### config.mk
export PLATFORM = sky130hd
export DESIGN_NAME = windowed_vector_magnitude_sum
export DESIGN_NICKNAME = d
export VERILOG_FILES = /design/src/rtl/wvms_pkg.sv /design/src/rtl/windowed_vector_magnitude_sum.sv /design/src/rtl/wvms_isqrt.sv
export SDC_FILE = /design/constraint.sdc
export NUM_CORES = 2
export LEC_CHECK = 0
export BUFFER_PORTS_ARGS = -buffer_cell sky130_fd_sc_hd__clkbuf_2
export CAP_MARGIN = 20
export CORE_ASPECT_RATIO = 1.5
export CORE_UTILIZATION = 55
export CTS_CLUSTER_SIZE = 28
export DETAILED_ROUTE_END_ITERATION = 12
export HOLD_SLACK_MARGIN = 0.03
export PLACE_DENSITY_LB_ADDON = 0.3
export REMOVE_ABC_BUFFERS = 1
export SYNTH_ARGS = -nofsm -noshare
export SYNTH_HDL_FRONTEND = slang
export SYNTH_SLANG_ARGS = --single-unit
### constraint.sdc
create_clock -name clk_i -period 13.2 [get_ports clk_i]
set_input_delay 2.64 -clock clk_i [delete_from_list [all_inputs] [get_ports clk_i]]
set_output_delay 2.64 -clock clk_i [all_outputs]
set_load 0.01 [all_outputs]
### src/rtl/wvms_pkg.sv
// Shared widths and constants for the windowed vector magnitude sum block.
`default_nettype none

package wvms_pkg;

  localparam int CH_W          = 2;
  localparam int AXIS_W        = 16;
  localparam int TIME_W        = 32;
  localparam int SUM_W         = 32;
  localparam int INTERVAL_W    = 16;
  localparam int SQ_W          = 32;
  localparam int ROOT_W        = SQ_W / 2;
  localparam int ITER_W        = $clog2(ROOT_W);
  localparam int REM_W         = ROOT_W + 2;

  localparam int MAX_PORT_CH      = 4;
  localparam int NUM_CHANNELS_DEF = 4;

  localparam logic [INTERVAL_W-1:0] INTERVAL_RESET = 16'd2500;

endpackage

`default_nettype wire

### src/rtl/windowed_vector_magnitude_sum.sv
// Top level: sequencer, shared squarer, window check and per-channel sums.
//
// Input channel: in_valid_i/in_ready_o moves one sample word (channel, three
// signed Q6.9 axes, ms timestamp). The block takes one word at a time and
// drops ready until that word is done. A word whose channel is not below
// min(NUM_CHANNELS, 4) is taken and dropped, and ready stays high.
// A channel-0 word whose elapsed time since the window start exceeds
// interval_ms first emits every channel's sum, one word per output
// handshake on out_valid_o/out_ready_i, then clears the sums. The first sum
// goes into the output register from the report state, once that register is free.
// The output is a single register: a stalled receiver holds the report in
// progress, and with it the magnitude work of the current word and the input.
// Per word: the block takes it, loads one report word per free output slot
// when the word closes a window, squares the three axes on the shared 16x16
// squarer, starts the bit-per-cycle square root unit, and adds the root into
// the channel's sum. The square root loop is the longest step.
// cfg_valid_i/cfg_ready_o writes interval_ms; it is always ready.
// Reset sets interval_ms to 2500, the window start to 0, all sums to 0.
`default_nettype none

module windowed_vector_magnitude_sum #(
  parameter int NUM_CHANNELS = wvms_pkg::NUM_CHANNELS_DEF
) (
  input  wire logic                              clk_i,
  input  wire logic                              rst_ni,
  input  wire logic                              in_valid_i,
  output logic                                   in_ready_o,
  input  wire logic [wvms_pkg::CH_W-1:0]         channel_i,
  input  wire logic signed [wvms_pkg::AXIS_W-1:0] axis_x_i,
  input  wire logic signed [wvms_pkg::AXIS_W-1:0] axis_y_i,
  input  wire logic signed [wvms_pkg::AXIS_W-1:0] axis_z_i,
  input  wire logic [wvms_pkg::TIME_W-1:0]       time_ms_i,
  output logic                                   out_valid_o,
  input  wire logic                              out_ready_i,
  output logic [wvms_pkg::CH_W-1:0]              out_channel_o,
  output logic [wvms_pkg::SUM_W-1:0]             window_sum_o,
  output logic                                   last_of_run_o,
  input  wire logic                              cfg_valid_i,
  output logic                                   cfg_ready_o,
  input  wire logic [wvms_pkg::INTERVAL_W-1:0]   cfg_data_i
);

  localparam int ACT = (NUM_CHANNELS < wvms_pkg::MAX_PORT_CH) ?
                       NUM_CHANNELS : wvms_pkg::MAX_PORT_CH;
  localparam int CIW = (ACT > 1) ? $clog2(ACT) : 1;
  localparam int AW  = wvms_pkg::AXIS_W;

  typedef enum logic [1:0] {
    S_IDLE,
    S_REPORT,
    S_SQUARE,
    S_ROOT
  } state_e;

  state_e                              state_q;
  logic [wvms_pkg::INTERVAL_W-1:0]     interval_q;
  logic [wvms_pkg::TIME_W-1:0]         window_start_q;
  logic [wvms_pkg::SUM_W-1:0]          sums_q [ACT];
  logic [wvms_pkg::CH_W-1:0]           ch_q;
  logic [AW-1:0]                       mag_q [3];
  logic [1:0]                          sq_cnt_q;
  logic [2*AW-1:0]                     prod_q;
  logic [wvms_pkg::SQ_W-1:0]           ssq_q;
  logic                                sqrt_start_q;
  logic [CIW-1:0]                      rep_idx_q;
  logic                                out_valid_q;
  logic [wvms_pkg::CH_W-1:0]           out_channel_q;
  logic [wvms_pkg::SUM_W-1:0]          window_sum_q;
  logic                                last_q;

  logic                                in_acc;
  logic                                ch_active;
  logic [wvms_pkg::TIME_W-1:0]         elapsed;
  logic                                win_over;
  logic [AW-1:0]                       mul_a;
  logic                                out_free;
  logic                                sqrt_busy;
  logic                                sqrt_done;
  logic [wvms_pkg::ROOT_W-1:0]         sqrt_root;
  logic [wvms_pkg::SUM_W:0]            acc_sum;

  function automatic logic [AW-1:0] abs16(input logic [AW-1:0] v);
    abs16 = v[AW-1] ? AW'(~v + 1'b1) : v;
  endfunction

  assign in_ready_o = (state_q == S_IDLE);
  assign in_acc     = in_valid_i && in_ready_o;
  assign ch_active  = (32'(channel_i) < ACT);
  assign elapsed    = time_ms_i - window_start_q;
  assign win_over   = (elapsed > wvms_pkg::TIME_W'(interval_q));
  assign out_free   = !out_valid_q || out_ready_i;
  assign acc_sum    = {1'b0, sums_q[ch_q[CIW-1:0]]} + (wvms_pkg::SUM_W + 1)'(sqrt_root);
  assign cfg_ready_o = 1'b1;

  // One multiplier serves all three axes.
  always_comb begin
    case (sq_cnt_q)
      2'd0:    mul_a = mag_q[0];
      2'd1:    mul_a = mag_q[1];
      2'd2:    mul_a = mag_q[2];
      default: mul_a = '0;
    endcase
  end

  wvms_isqrt u_isqrt (
    .clk_i   (clk_i),
    .rst_ni  (rst_ni),
    .start_i (sqrt_start_q),
    .op_i    (ssq_q),
    .busy_o  (sqrt_busy),
    .done_o  (sqrt_done),
    .root_o  (sqrt_root)
  );

  always_ff @(posedge clk_i or negedge rst_ni) begin
    if (!rst_ni) begin
      state_q        <= S_IDLE;
      interval_q     <= wvms_pkg::INTERVAL_RESET;
      window_start_q <= '0;
      for (int i = 0; i < ACT; i++) sums_q[i] <= '0;
      sqrt_start_q   <= 1'b0;
      out_valid_q    <= 1'b0;
      sq_cnt_q       <= '0;
      rep_idx_q      <= '0;
    end else begin
      sqrt_start_q <= 1'b0;
      if (cfg_valid_i && cfg_ready_o) begin
        interval_q <= cfg_data_i;
      end
      // The report state reloads the output register itself.
      if (out_valid_q && out_ready_i && (state_q != S_REPORT)) begin
        out_valid_q <= 1'b0;
      end
      unique case (state_q)
        S_IDLE: begin
          if (in_acc && ch_active) begin
            ch_q     <= channel_i;
            mag_q[0] <= abs16(axis_x_i);
            mag_q[1] <= abs16(axis_y_i);
            mag_q[2] <= abs16(axis_z_i);
            sq_cnt_q <= '0;
            ssq_q    <= '0;
            if ((channel_i == '0) && win_over) begin
              window_start_q <= time_ms_i;
              rep_idx_q      <= '0;
              state_q        <= S_REPORT;
            end else begin
              state_q <= S_SQUARE;
            end
          end
        end
        S_REPORT: begin
          // Load one sum per free output slot, clearing it as it leaves.
          if (out_free) begin
            out_valid_q       <= 1'b1;
            out_channel_q     <= wvms_pkg::CH_W'(rep_idx_q);
            window_sum_q      <= sums_q[rep_idx_q];
            sums_q[rep_idx_q] <= '0;
            last_q            <= (rep_idx_q == CIW'(ACT - 1));
            if (rep_idx_q == CIW'(ACT - 1)) begin
              state_q <= S_SQUARE;
            end else begin
              rep_idx_q <= rep_idx_q + 1'b1;
            end
          end
        end
        S_SQUARE: begin
          prod_q   <= (2*AW)'(mul_a) * (2*AW)'(mul_a);
          sq_cnt_q <= sq_cnt_q + 1'b1;
          if (sq_cnt_q != 2'd0) begin
            ssq_q <= ssq_q + wvms_pkg::SQ_W'(prod_q);
          end
          if (sq_cnt_q == 2'd3) begin
            sqrt_start_q <= 1'b1;
            state_q      <= S_ROOT;
          end
        end
        S_ROOT: begin
          if (sqrt_done) begin
            sums_q[ch_q[CIW-1:0]] <= acc_sum[wvms_pkg::SUM_W] ? '1 :
                                     acc_sum[wvms_pkg::SUM_W-1:0];
            state_q <= S_IDLE;
          end
        end
        default: state_q <= S_IDLE;
      endcase
    end
  end

  assign out_valid_o   = out_valid_q;
  assign out_channel_o = out_channel_q;
  assign window_sum_o  = window_sum_q;
  assign last_of_run_o = last_q;

  a_last_channel: assert property (@(posedge clk_i) disable iff (!rst_ni)
    (out_valid_q && last_q) |-> (32'(out_channel_q) == ACT - 1))
    else $error("last word of a report on the wrong channel");

  a_root_only_busy: assert property (@(posedge clk_i) disable iff (!rst_ni)
    sqrt_busy |-> (state_q == S_ROOT))
    else $error("square root running outside its state");

  a_report_then_square: assert property (@(posedge clk_i) disable iff (!rst_ni)
    (state_q == S_REPORT && out_free && rep_idx_q == CIW'(ACT - 1))
      |=> (state_q == S_SQUARE && sq_cnt_q == 2'd0))
    else $error("report did not hand over to the squarer");

endmodule

`default_nettype wire

### src/rtl/wvms_isqrt.sv
// Iterative floor square root, one result bit per cycle.
`default_nettype none

module wvms_isqrt (
  input  wire logic                        clk_i,
  input  wire logic                        rst_ni,
  input  wire logic                        start_i,
  input  wire logic [wvms_pkg::SQ_W-1:0]   op_i,
  output logic                             busy_o,
  output logic                             done_o,
  output logic [wvms_pkg::ROOT_W-1:0]      root_o
);

  logic [wvms_pkg::SQ_W-1:0]   op_q;
  logic [wvms_pkg::SQ_W-1:0]   work_q;
  logic [wvms_pkg::REM_W-1:0]  rem_q;
  logic [wvms_pkg::ROOT_W-1:0] root_q;
  logic [wvms_pkg::ITER_W-1:0] iter_q;
  logic                        busy_q;
  logic                        done_q;

  logic [wvms_pkg::REM_W+1:0]  rem_sh;
  logic [wvms_pkg::REM_W+1:0]  trial;
  logic                        fits;

  // Bring down the next two radicand bits and try to set the next root bit.
  assign rem_sh = {rem_q, work_q[wvms_pkg::SQ_W-1 -: 2]};
  assign trial  = (wvms_pkg::REM_W + 2)'({root_q, 2'b01});
  assign fits   = (rem_sh >= trial);

  always_ff @(posedge clk_i or negedge rst_ni) begin
    if (!rst_ni) begin
      busy_q <= 1'b0;
      done_q <= 1'b0;
      iter_q <= '0;
    end else begin
      done_q <= 1'b0;
      if (start_i) begin
        busy_q <= 1'b1;
        iter_q <= '0;
        op_q   <= op_i;
        work_q <= op_i;
        rem_q  <= '0;
        root_q <= '0;
      end else if (busy_q) begin
        work_q <= {work_q[wvms_pkg::SQ_W-3:0], 2'b00};
        if (fits) begin
          rem_q  <= wvms_pkg::REM_W'(rem_sh - trial);
          root_q <= {root_q[wvms_pkg::ROOT_W-2:0], 1'b1};
        end else begin
          rem_q  <= wvms_pkg::REM_W'(rem_sh);
          root_q <= {root_q[wvms_pkg::ROOT_W-2:0], 1'b0};
        end
        iter_q <= iter_q + 1'b1;
        if (iter_q == wvms_pkg::ITER_W'(wvms_pkg::ROOT_W - 1)) begin
          busy_q <= 1'b0;
          done_q <= 1'b1;
        end
      end
    end
  end

  assign busy_o = busy_q;
  assign done_o = done_q;
  assign root_o = root_q;

  a_root_floor: assert property (@(posedge clk_i) disable iff (!rst_ni)
    done_q |-> ((64'(root_q) * 64'(root_q)) <= 64'(op_q)) &&
               ((64'(root_q) + 64'd1) * (64'(root_q) + 64'd1) > 64'(op_q)))
    else $error("isqrt result is not the floor root");

  a_no_restart: assert property (@(posedge clk_i) disable iff (!rst_ni)
    start_i |-> !busy_q)
    else $error("isqrt started while busy");

  a_done_idle: assert property (@(posedge clk_i) disable iff (!rst_ni)
    done_q |-> !busy_q)
    else $error("isqrt done while still busy");

endmodule

`default_nettype wire

==> results.txt <==
----------------------------------------------------
[Drt]
  Average wire length per cell after detail routing ... roughly 20 um
  Detail-routed via count per cell ... 6.01
  Post-detailed-route count of antenna-violating nets ... 0
  First-pass DRT Iterations ... 6
  Number of DRC markers after the initial detailed-route iteration ... 1414
  Detailed-route via count ... 22800
  Number of design rule violations left after detail routing ... 0
  Final Routed Wirelength ... approximately 75 mm

[Floorplanning]
  Count of standard-cell rows ... ~110
  IO Count ... between 100 and 150
  Initial standard-cell utilization of the core ... a little under three fifths
  Die Height ... around 290 um
  Die span in x ... roughly 190 um
  Die outline area ... approximately 57000 um^2
  Core Region ... ~55000 um^2

[Global routing]
  Wire length of the first global-routing pass ... around 120 mm
  GRT Util Overall ... 27.2%
  GR Overflow Total ... 0
  Number of global-route vias before repair ... between 20000 and 25000
  Pin count of the biggest net entering global routing ... 86
  Number of antenna violations at the first check in global routing ... 1

[STA]
  Final cycle utilization of the critical path ... between 60 and 70%
  Final count of pins violating max slew ... 0
  Slew HR ... a little over a quarter
  Unrepaired setup endpoints after global routing ... no
  Minimum clock period ... between 8 and 9 ns
  Top achievable clock speed ... between 0.1 and 0.15 GHz
  Slew @ Worst Pin ... about 1.1 ns
  Clock tree skew after final layout ... between 0.03 and 0.04 ns
  Hold Vio Cnt, Final ... 0
  Final setup viols ... 0
  Final TNS setup ... 0 ns

[Clocking]
  Number of post-CTS setup repair buffers ... 0
  Clock tree root buffer cell ... clkbuf_16
  Number of H-tree branching levels ... 2
  Sink Count ... a little over 400
  Hold buffer count at CTS ... 0
  Clock transition at path regs ... 0.07 ns
  Longest Clk Path Bufs ... 3
  Cts bufs inserted ... 42
  Cells resized by post-CTS repair ... 0
  Clock insertion delay at the later pin of the skew report ... roughly 0.60 ns
  TritonCTS clock tree ... yes

[Critical path]
  Endpoint kind of the worst setup timing path ... flip-flop
  Crit start category ... flip-flop
  Maximum net fanout on the critical path ... 16
  Arrival time at the worst endpoint ... about 9 ns
  Reg-to-reg setup timing slack ... 4.75 ns
  Slowest cell delay on critical path ... approximately 0.6 ns
  Buffers & Inverters on Critical Path ... 7
  Required time at the worst-slack endpoint ... 13.54 ns
  Cells on worst reg2reg path ... 28
  Critical Setup Path Class ... flip-flop to flip-flop
  Crit Reg-Reg Startpoint ... sq_cnt_q[1]$_DFFE_PN0P_
  Category of cells accounting for the largest share of critical-path delay ... adder cells
  Standard cell with the maximum stage delay on the critical path ... a2111oi_0
  FF-to-FF End ... prod_q[31]$_DFFE_PP_

[Min path]
  WHS Path Cells ... 2
  Hold EP ... sums_q[41]$_DFFE_PN0P_
  Hold Startpoint ... sums_q[41]$_DFFE_PN0P_
  Class of the most critical hold timing path ... flip-flop to flip-flop

[Synthesis]
  Netlist area before placement ... just over 30000 um^2
  Syn avg cell area ... about 10 um^2
  Register area share after synthesis ... 36.6%
  Count of state elements after synthesis ... between 400 and 500
  Most common flop cell mapped by yosys ... edfxtp_1
  Synth warn ... 0
  Synthesized netlist cell count ... 2958
  Proportion of register bits with asynchronous set or reset after synthesis ... between 40% and 50%
  Post-synth EDFFs ... approximately 210
  Number of different library cells in the post-synthesis netlist ... 83

[Finish]
  Number of filler cells placed in the layout ... roughly 4500
  Number of antenna cells inserted ... 0
  Share of cells above drive strength 1 ... approximately an eighth
  Net total in the final layout ... 3556
  Area growth syn-to-layout ... 9.06%

[Placement]
  Routability Congestion ... ~1.1
  Number of port buffers ... between 100 and 150
  Post-DP HPWL ... approximately 58 mm

[Flow run]
  Maximum Capacitance Violations ... 0

[Status]
  Result of the run ... finished, final reports clean

----------------------------------------------------
-- synthesized netlist by cell type (5+ instances only) --
library cell	instances	share of area, %
nor3_1	45	0.74
or2_2	13	0.27
a31oi_1	15	0.31
nand3_1	24	0.39
a2111oi_0	5	0.14
o21a_1	20	0.49
o41ai_1	8	0.23
a22o_1	50	1.4
or4_1	8	0.20
mux2i_1	40	1.3
o21ai_0	179	2.9
nor2b_1	16	0.33
o21bai_1	16	0.39
mux2_4	30	1.5
buf_1	14	0.17
nand2_1	292	3.6
inv_1	360	4.4
nor2_1	230	2.8
fa_1	165	11
a222oi_1	5	0.16
nand4_1	25	0.51
a311oi_1	5	0.14
a211oi_1	29	0.71
xor2_1	31	0.89
o31ai_1	18	0.44
mux4_2	64	4.7
edfxtp_1	214	21
clkbuf_1	80	0.98
mux2_2	39	1.4
and2_1	32	0.65
nand2b_1	36	0.74
nor4_1	8	0.16
ha_1	224	9.2
dfrtp_1	185	15
dfstp_2	5	0.43
or3_1	20	0.41
xnor2_1	120	3.4
a21o_1	47	1.2
and3_1	28	0.57
a22oi_1	13	0.32
o211ai_1	18	0.44
a21oi_1	105	1.7
-- layout by cell type (no fill, tap or decap), types with 18 or more instances in the layout --
| cell type | Yosys | routed |
|---|---|---|
| o31ai_1 | 18 | 18 |
| nor3_1 | 45 | 45 |
| clkbuf_2 | 0 | 139 |
| ha_1 | 224 | 224 |
| buf_4 | 1 | 23 |
| clkbuf_16 | 0 | 42 |
| edfxtp_1 | 214 | 214 |
| inv_1 | 360 | 360 |
| o21ai_0 | 179 | 178 |
| mux4_2 | 64 | 64 |
| mux2_2 | 39 | 39 |
| nor2_1 | 230 | 229 |
| and3_1 | 28 | 26 |
| mux2_4 | 30 | 30 |
| nand2b_1 | 36 | 36 |
| nand2_1 | 292 | 292 |
| and2_1 | 32 | 32 |
| a211oi_1 | 29 | 29 |
| a22o_1 | 50 | 50 |
| o211ai_1 | 18 | 18 |
| or3_1 | 20 | 20 |
| o21a_1 | 20 | 20 |
| xor2_1 | 31 | 31 |
| fa_1 | 165 | 165 |
| dfrtp_1 | 185 | 182 |
| xnor2_1 | 120 | 120 |
| nand4_1 | 25 | 25 |
| mux2i_1 | 40 | 40 |
| a21o_1 | 47 | 47 |
| nand3_1 | 24 | 24 |
| a21oi_1 | 105 | 105 |
-- logic make-up (layout without fill, tap and decap cells) --
group | count (synthesis) | in the layout | share of synthesized area (%)
AOI/OAI and AO/OA | 581 | 581 | 12.5
xor gates and xnor gates | 151 | 151 | 4.32
adders and majority gates | 389 | 389 | 20.0
buffers and inverters | 463 | 603 | 5.78
DFF | 404 | 404 | 36.6
muxes | 174 | 174 | 8.97
other | 1 | 1 | 0.0123
and+or+nand+nor | 795 | 795 | 11.9
-- area by class of cell --
cell class / count / area, um^2 / area share, %
clock buffers: 50 / 1090 / 3.27
clock inverters: 28 / 308 / 0.923
inverters: 361 / 1360 / 4.06
repair buffers: 164 / 898 / 2.69
multi-input cells: 2091 / 17600 / 52.9
flip-flops and latches: 404 / 11200 / 33.5
well taps: 695 / 870 / 2.61
-- metal layers --
| metal | wire length, um | track usage, % |
|---|---|---|
| met4 | 4090 | 14.3 |
| met2 | 39900 | 50.3 |
| met3 | 3750 | 3.75 |
| met5 | 13 | 0 |
| met1 | 27700 | 30.0 |
-- flip-flops by register name, summed over array words and instances (netlist names), 4 cells and up --
register / cells
u_isqrt.rem_q: 18
ssq_q: 32
mag_q: 48
u_isqrt.iter_q: 4
interval_q: 16
prod_q: 31
window_sum_o: 32
sums_q: 128
u_isqrt.root_o: 16
u_isqrt.work_q: 32
window_start_q: 32
-- how the worst max path moves through the flow --
stage / start / endpoint / depth (start not counted)
after CTS: sq_cnt_q[1]$_DFFE_PN0P_ / prod_q[31]$_DFFE_PP_ / 28
after floorplan: sq_cnt_q[1]$_DFFE_PN0P_ / prod_q[31]$_DFFE_PP_ / 28
final: sq_cnt_q[1]$_DFFE_PN0P_ / prod_q[31]$_DFFE_PP_ / 28
after global routing: sq_cnt_q[1]$_DFFE_PN0P_ / prod_q[31]$_DFFE_PP_ / 28
after detailed placement: sq_cnt_q[1]$_DFFE_PN0P_ / prod_q[31]$_DFFE_PP_ / 28
after global placement: sq_cnt_q[0]$_DFFE_PN0P_ / prod_q[31]$_DFFE_PP_ / 26
-- stage by stage --
step | cell area [um^2] | utilization (%) | hold slack [ns] | setup WS (ns) | cells
global placement | 31900 | 58.3 | 0.473 | 5.09 | 3713
global route | 33400 | 60.9 | 0.531 | 4.15 | 3793
finish | 33400 | 60.9 | 0.501 | 4.75 | 3793
floorplan | 30200 | - | 0.461 | 5.83 | 2856
CTS | 33400 | 60.9 | 0.501 | 4.80 | 3792
detailed placement | 32000 | 58.3 | 0.485 | 4.83 | 3714
-- worst reg2reg max path, delay by kind of cell (launching register included) --
| family | cells | cell delay [ns] |
|---|---|---|
| buffers and inverters | 7 | 0.86 |
| XOR/XNOR | 1 | 0.09 |
| AO/OA/AOI/OAI | 9 | 2.17 |
| AND/OR/NAND/NOR | 3 | 0.95 |
| adder cells (fa/ha/maj) | 8 | 3.70 |
| flip-flops | 1 | 0.41 |
Power is not shown: default switching activity piles up to over one toggle a cycle in this logic, so the estimate is an artifact.
